===== config.mk =====
export PLATFORM = sky130hd
export DESIGN_NAME = in_order_reorder_buffer_core
export DESIGN_NICKNAME = d
export VERILOG_FILES = /design/src/hw/rtl/iorob_pkg.sv /design/src/hw/rtl/in_order_reorder_buffer_core.sv
export SDC_FILE = /design/constraint.sdc
export NUM_CORES = 1
export LEC_CHECK = 0
export BUFFER_PORTS_ARGS = -buffer_cell sky130_fd_sc_hd__buf_2
export CORE_UTILIZATION = 65
export DETAILED_ROUTE_END_ITERATION = 7
export PLACE_DENSITY = 0.82
export SKIP_CTS_REPAIR_TIMING = 1
export SYNTH_ARGS = -nofsm -noshare
export SYNTH_HDL_FRONTEND = slang
export SYNTH_SLANG_ARGS = --single-unit

===== constraint.sdc =====
create_clock -name clk -period 4.3 [get_ports clk]
set_input_delay 0.43 -clock clk [delete_from_list [all_inputs] [get_ports clk]]
set_output_delay 0.43 -clock clk [all_outputs]
set_load 0.02 [all_outputs]

===== src/hw/rtl/iorob_pkg.sv =====
`timescale 1ns / 1ps
`default_nettype none
// ----------------------------------------------------------------------------
// iorob_pkg
// Types and constants shared by the in-order reorder buffer.
// ----------------------------------------------------------------------------
package iorob_pkg;

	localparam int OP_W = 2;

	typedef enum logic [OP_W-1:0] {
		OP_ALLOC  = 2'd0,
		OP_MARK   = 2'd1,
		OP_COMMIT = 2'd2
	} op_t;

endpackage
`default_nettype wire


===== src/hw/rtl/in_order_reorder_buffer_core.sv =====
`timescale 1ns / 1ps
`default_nettype none
// ----------------------------------------------------------------------------
// in_order_reorder_buffer_core
// Circular in-order reorder buffer with allocate, mark-executed and commit.
// ----------------------------------------------------------------------------
// Each request arrives on the slave stream: tuser carries the operation and
// tdata carries the old physical register, its valid flag and the entry
// index. Each request yields exactly one response on the master stream with
// the allocated index, reject flag, freed register, commit flag and the
// occupancy, full and empty status after the request.
// Head, tail, count and the executed marks live in flip-flops; the old
// register and its valid flag live in a synchronous memory, read at the
// head when a request is taken.
// A response passes through the memory read into the stage ahead of the
// output register, then the output register. One request is taken every
// cycle while the receiver keeps up; the single read port of the memory
// feeds a one-entry stage ahead of the output register.
// When the receiver stalls, the output register and the stage before it
// fill and s_tready falls; nothing is lost or repeated.
// Reset empties the buffer and clears all executed marks; the memory is not
// cleared, since no live entry is ever read before it is written.
// ----------------------------------------------------------------------------
module in_order_reorder_buffer_core
	import iorob_pkg::*;
#(
	parameter int ROB_DEPTH = 16,
	parameter int PHYS_REGS = 64,
	localparam int IDX_W = $clog2(ROB_DEPTH),
	localparam int CNT_W = $clog2(ROB_DEPTH + 1),
	localparam int REG_W = $clog2(PHYS_REGS),
	localparam int IN_W = REG_W + 1 + IDX_W,
	localparam int IN_TDATA_W = ((IN_W + 7) / 8) * 8,
	localparam int OUT_W = IDX_W + 3 + REG_W + CNT_W + 2,
	localparam int OUT_TDATA_W = ((OUT_W + 7) / 8) * 8
) (
	input  wire logic                   clk,
	input  wire logic                   arst_n,
	input  wire logic                   s_tvalid,
	output logic                        s_tready,
	// old_phys_reg, old_reg_valid, entry_index
	input  wire logic [IN_TDATA_W-1:0]  s_tdata,
	// op
	input  wire logic [OP_W-1:0]        s_tuser,
	output logic                        m_tvalid,
	input  wire logic                   m_tready,
	// alloc_index, alloc_rejected, freed_valid, freed_reg, committed,
	// occupancy, is_full, is_empty
	output logic [OUT_TDATA_W-1:0]      m_tdata
);

	logic [REG_W-1:0] in_reg;
	logic             in_rvalid;
	logic [IDX_W-1:0] in_idx;
	op_t              op;
	logic             in_fire;
	logic             alloc_ok;
	logic             alloc_rej;
	logic             mark_ok;
	logic             commit_ok;
	logic [CNT_W-1:0] count_next;
	logic [IDX_W-1:0] head_next;
	logic [IDX_W-1:0] tail_next;

	logic [IDX_W-1:0]  head_q;
	logic [IDX_W-1:0]  tail_q;
	logic [CNT_W-1:0]  count_q;
	logic [ROB_DEPTH-1:0] exec_q;
	logic [REG_W:0]    rob_mem_q [ROB_DEPTH];

	logic             valid_s1;
	logic [IDX_W-1:0] alloc_idx_s1;
	logic             rej_s1;
	logic             commit_s1;
	logic [CNT_W-1:0] count_s1;
	logic [REG_W:0]   rd_s1;
	logic             s1_move;

	logic             out_valid_q;
	logic [OUT_W-1:0] out_data_q;
	logic             freed_valid;
	logic [REG_W-1:0] freed_reg;
	logic [OUT_W-1:0] out_word;

	assign in_reg    = s_tdata[REG_W-1:0];
	assign in_rvalid = s_tdata[REG_W];
	assign in_idx    = s_tdata[REG_W+1 +: IDX_W];
	assign op        = op_t'(s_tuser);

	assign s1_move  = valid_s1 && (!out_valid_q || m_tready);
	assign s_tready = !valid_s1 || s1_move;
	assign in_fire  = s_tvalid && s_tready;

	always_comb begin
		alloc_ok  = 1'b0;
		alloc_rej = 1'b0;
		mark_ok   = 1'b0;
		commit_ok = 1'b0;
		case (op)
			OP_ALLOC: begin
				alloc_ok  = (count_q != CNT_W'(ROB_DEPTH));
				alloc_rej = (count_q == CNT_W'(ROB_DEPTH));
			end
			OP_MARK: begin
				mark_ok = ({1'b0, in_idx} < (IDX_W + 1)'(ROB_DEPTH));
			end
			OP_COMMIT: begin
				commit_ok = (count_q != '0) && exec_q[head_q];
			end
			default: begin
			end
		endcase
	end

	always_comb begin
		count_next = count_q;
		if (alloc_ok) begin
			count_next = count_q + CNT_W'(1);
		end else if (commit_ok) begin
			count_next = count_q - CNT_W'(1);
		end
	end

	assign head_next = (head_q == IDX_W'(ROB_DEPTH - 1)) ? '0 : head_q + IDX_W'(1);
	assign tail_next = (tail_q == IDX_W'(ROB_DEPTH - 1)) ? '0 : tail_q + IDX_W'(1);

	always_ff @(posedge clk or negedge arst_n) begin
		if (!arst_n) begin
			head_q  <= '0;
			tail_q  <= '0;
			count_q <= '0;
			exec_q  <= '0;
		end else if (in_fire) begin
			count_q <= count_next;
			if (alloc_ok) begin
				tail_q         <= tail_next;
				exec_q[tail_q] <= 1'b0;
			end
			if (mark_ok) begin
				exec_q[in_idx] <= 1'b1;
			end
			if (commit_ok) begin
				head_q <= head_next;
			end
		end
	end

	always_ff @(posedge clk) begin
		if (in_fire && alloc_ok) begin
			rob_mem_q[tail_q] <= {in_rvalid, in_reg};
		end
		if (in_fire) begin
			rd_s1 <= rob_mem_q[head_q];
		end
	end

	always_ff @(posedge clk or negedge arst_n) begin
		if (!arst_n) begin
			valid_s1    <= 1'b0;
			out_valid_q <= 1'b0;
		end else begin
			if (in_fire) begin
				valid_s1 <= 1'b1;
			end else if (s1_move) begin
				valid_s1 <= 1'b0;
			end
			if (s1_move) begin
				out_valid_q <= 1'b1;
			end else if (m_tready) begin
				out_valid_q <= 1'b0;
			end
		end
	end

	always_ff @(posedge clk) begin
		if (in_fire) begin
			alloc_idx_s1 <= alloc_ok ? tail_q : '0;
			rej_s1       <= alloc_rej;
			commit_s1    <= commit_ok;
			count_s1     <= count_next;
		end
		if (s1_move) begin
			out_data_q <= out_word;
		end
	end

	assign freed_valid = commit_s1 && rd_s1[REG_W];
	assign freed_reg   = freed_valid ? rd_s1[REG_W-1:0] : '0;
	assign out_word    = {(count_s1 == '0), (count_s1 == CNT_W'(ROB_DEPTH)), count_s1,
		commit_s1, freed_reg, freed_valid, rej_s1, alloc_idx_s1};

	assign m_tvalid = out_valid_q;
	assign m_tdata  = OUT_TDATA_W'(out_data_q);

	a_count_bound: assert property (@(posedge clk) disable iff (!arst_n)
		count_q <= CNT_W'(ROB_DEPTH))
		else $error("live count exceeds buffer depth");

	a_empty_ptrs: assert property (@(posedge clk) disable iff (!arst_n)
		(count_q == '0 || count_q == CNT_W'(ROB_DEPTH)) |-> head_q == tail_q)
		else $error("head and tail disagree with empty or full count");

	a_commit_count: assert property (@(posedge clk) disable iff (!arst_n)
		(in_fire && commit_ok) |=> count_q == $past(count_q) - CNT_W'(1))
		else $error("commit did not retire exactly one entry");

	a_commit_exec: assert property (@(posedge clk) disable iff (!arst_n)
		(in_fire && commit_ok) |-> (exec_q[head_q] && count_q != '0))
		else $error("commit of a head entry that is not executed");

	a_reject_clean: assert property (@(posedge clk) disable iff (!arst_n)
		(valid_s1 && rej_s1) |-> (alloc_idx_s1 == '0 && !commit_s1))
		else $error("rejected allocate carries an index or a commit");

endmodule
`default_nettype wire


==> impl_metrics.env <==
export IMPL_run_status="completed"
export IMPL_p_int_mw=3.512
export IMPL_critical_path_slowest_cell="nor2_1"
export IMPL_layout_min_cycle_time_ns=3.037
export IMPL_combPwrFrac=0.193
export IMPL_path_buf_inv=1
export IMPL_grt_pass1_wl_mm=21.93
export IMPL_fin_skew_ns=0.01694
export IMPL_finalHoldViolCount=0
export IMPL_layout_drive_gt1_share=0.2449
export IMPL_max_slew_margin_rel=0.4404
export IMPL_cp_num_cells=6
export IMPL_cp_end_kind="flop"
export IMPL_p_sw_mw=1.287
export IMPL_gp_congestion=0.8279
export IMPL_diodes=0
export IMPL_use_met3=0.06157
export IMPL_start_util=0.6733
export IMPL_grt_pass1_vias=3884
export IMPL_yosys_cell_count_top_type="edfxtp_1"
export IMPL_grt_use_met1=0.3733
export IMPL_gr_total_overflow=0
export IMPL_yosysTopAreaCellShare=0.6091
export IMPL_leakage_nw=2.966
export IMPL_yosysWarningCount=0
export IMPL_syn_inst=435
export IMPL_hold_class="in -> async"
export IMPL_synth_seq_area_share=0.7140
export IMPL_final_util=0.7588
export IMPL_critPathTopFamily="simple AND/OR/NAND/NOR gates"
export IMPL_drc=0
export IMPL_worstSetupPathType="reg -> reg"
export IMPL_syn_avg_cell_area_sq_um=17.00
export IMPL_io_pins=48
export IMPL_power_share_clock=0.334
export IMPL_synth_ff_type="edfxtp_1"
export IMPL_vias=4101
export IMPL_cts_sink_count=181
export IMPL_clk_pin_slew_worst_paths_ns=0.06
export IMPL_clk_latency_ns=0.44
export IMPL_avgViaCountPerCell=6.468
export IMPL_p_seq_frac=0.473
export IMPL_grt_use_total=0.2692
export IMPL_drtIter0Drc=488
export IMPL_grt_start_max_net_pins=37
export IMPL_pwr_density_cell_nw_per_um2=575.8
export IMPL_core_region_area_sq_um=10980
export IMPL_path_max_fanout=9
export IMPL_p_sw_frac=0.2682
export IMPL_yosys_area_top_type="edfxtp_1"
export IMPL_grtUsageMet2=0.4213
export IMPL_area_growth_pct=12.71
export IMPL_synth_area_leaders="edfxtp_1 61%, mux4_2 11%, dfrtp_1 10%, o21ai_0 2.3%, ha_1 1.2%"
export IMPL_hpwlAfterDp_mm=9.004
export IMPL_finalCritPeriodShare=0.7062
export IMPL_cts_max_path_buffers=2
export IMPL_start_kind="flop"
export IMPL_antenna_found_initial=0
export IMPL_rows=38
export IMPL_finalSetupViolCount=0
export IMPL_synthArstFlopShare=0.1713
export IMPL_slew_viol_final=0
export IMPL_synth_seq_cells=181
export IMPL_tns_ns=0
export IMPL_rr_worst_depth=6
export IMPL_synth_edff_count=150
export IMPL_die_area_sq_um=11810
export IMPL_worstPathCellList="inv_1 -> ha_1 -> a311oi_1 -> and2_0 -> nand2_1 -> nor2_1"
export IMPL_portBuffers=38
export IMPL_dr_pass1_iters=5
export IMPL_htreeDepth=4
export IMPL_antenna_left=0
export IMPL_cts_tree="yes"
export IMPL_rsz0062_at_grt="false"
export IMPL_max_stage_delay_ns=0.65
export IMPL_synth_cell_types=49
export IMPL_arrival_ns=3.09
export IMPL_fmax_mhz=329.3
export IMPL_cts_root_buf="clkbuf_16"
export IMPL_cts_buffers_inserted=17
export IMPL_synth_common_cells="150 x edfxtp_1, 36 x mux4_2, 34 x o21ai_0"
export IMPL_wl_per_cell_microns=22.56
export IMPL_fin_nets=510
export IMPL_fp_dieH_microns=108.7
export IMPL_cap_violations=0
export IMPL_peakVddDrop_uv=427.9
export IMPL_grt_busiest_layer="met2"
export IMPL_postRouteWirelength_mm=14.30
export IMPL_crit_required_ns=4.36
export IMPL_worst_slew_pin_slew_ns=0.8394
export IMPL_num_fill_cells=582
export IMPL_fp_dieW_microns=108.7
export IMPL_synthesis_area_sq_um=7395
## routing by layer
layer	wire [microns]	up-vias
met5	0	-
met4	325	0
met3	977	31
met2	7100	219
met1	5896	2069
li1	-	1782
## worst reg2reg max path, cell delays in order, from the launching register on
cell	delay [ns]
dfrtp_1	0.47
inv_1	0.09
ha_1	0.30
a311oi_1	0.34
and2_0	0.43
nand2_1	0.38
nor2_1	0.65
## power groups by stage
stage	logic [mW]	clock network [mW]	registers [mW]
after floorplan	0.737	0	2.22
after global placement	0.887	0	2.29
after detailed placement	0.913	0	2.30
after CTS	0.931	1.61	2.27
after global routing	1.00	1.68	2.30
final	0.927	1.60	2.27
## cells in the final DEF (no fill, tap or decap), types with 2 or more instances in the layout
master / instances
edfxtp_1: 150
buf_2: 38
mux4_2: 36
o21ai_0: 34
dfrtp_1: 30
nor2_1: 23
nand2_1: 22
clkbuf_16: 17
inv_1: 13
and3_1: 9
nor3_1: 8
nand3_1: 8
buf_4: 8
xnor2_1: 7
ha_1: 7
and2_1: 6
nand2b_1: 6
or4_1: 5
mux2_2: 4
nand4_1: 4
clkinv_1: 4
conb_1: 4
bufinv_16: 4
a31oi_1: 3
mux2i_1: 3
nor2b_1: 3
mux2_4: 3
nand3b_1: 3
clkinv_4: 3
a211o_1: 2
a21oi_1: 2
a21o_1: 2
clkinv_2: 2
## area by class of cell
class	count	area, sq um	area share
clock buffers	18	429.2	0.05149
clock inverters	14	183.9	0.02207
inverters	14	52.55	0.006305
multi-input cells	221	1962	0.2354
flip-flops and latches	181	5281	0.6337
well taps	140	175.2	0.02102
repair buffers	46	250.2	0.03003
## through the flow
| stage | total power [mW] | instance area, sq um | hold WS, ns | instances | setup WS, ns |
|---|---|---|---|---|---|
| CTS | 4.813 | 8334 | 0.07590 | 634 | 1.279 |
| global placement | 3.177 | 7721 | 0.4022 | 602 | 1.405 |
| global route | 4.978 | 8334 | 0.09839 | 634 | 1.027 |
| floorplan | 2.959 | 7406 | 0.1344 | 438 | 1.642 |
| finish | 4.799 | 8334 | 0.05512 | 634 | 1.263 |
| detailed placement | 3.216 | 7721 | 0.4178 | 602 | 1.332 |
## registers in the layout, summed over array words and instances (netlist names)
name          count
m_tvalid          1
rd_s1             7
tail_q            4
out_data_q       20
rej_s1            1
valid_s1          1
rob_mem_q       112
head_q            4
commit_s1         1
count_s1          5
count_q           5
alloc_idx_s1      4
exec_q           16
## final timing paths
check,startpoint,endpoint,slack [ns]
max,count_q[0],rob_mem_q[7][1],1.26
min,arst_n,m_tvalid,0.06
max reg2reg,count_q[0],rob_mem_q[7][1],1.26
min reg2reg,rej_s1,out_data_q[4],0.43
max in group asynchronous,arst_n,head_q[0],3.73
min in group clk,s_tvalid,valid_s1,0.20
## kinds of logic after synthesis
| family | after synthesis | synth area share |
|---|---|---|
| DFF | 181 | 0.7140 |
| and+or+nand+nor | 103 | 0.07242 |
| AOI/OAI and AO/OA | 53 | 0.04332 |
| muxes | 47 | 0.1274 |
| buffers and inverters | 36 | 0.02216 |
| adders and majority gates | 7 | 0.01184 |
| xor gates and xnor gates | 7 | 0.008291 |
| other | 1 | 0.0005071 |
Power figures use the tool's default switching activity.
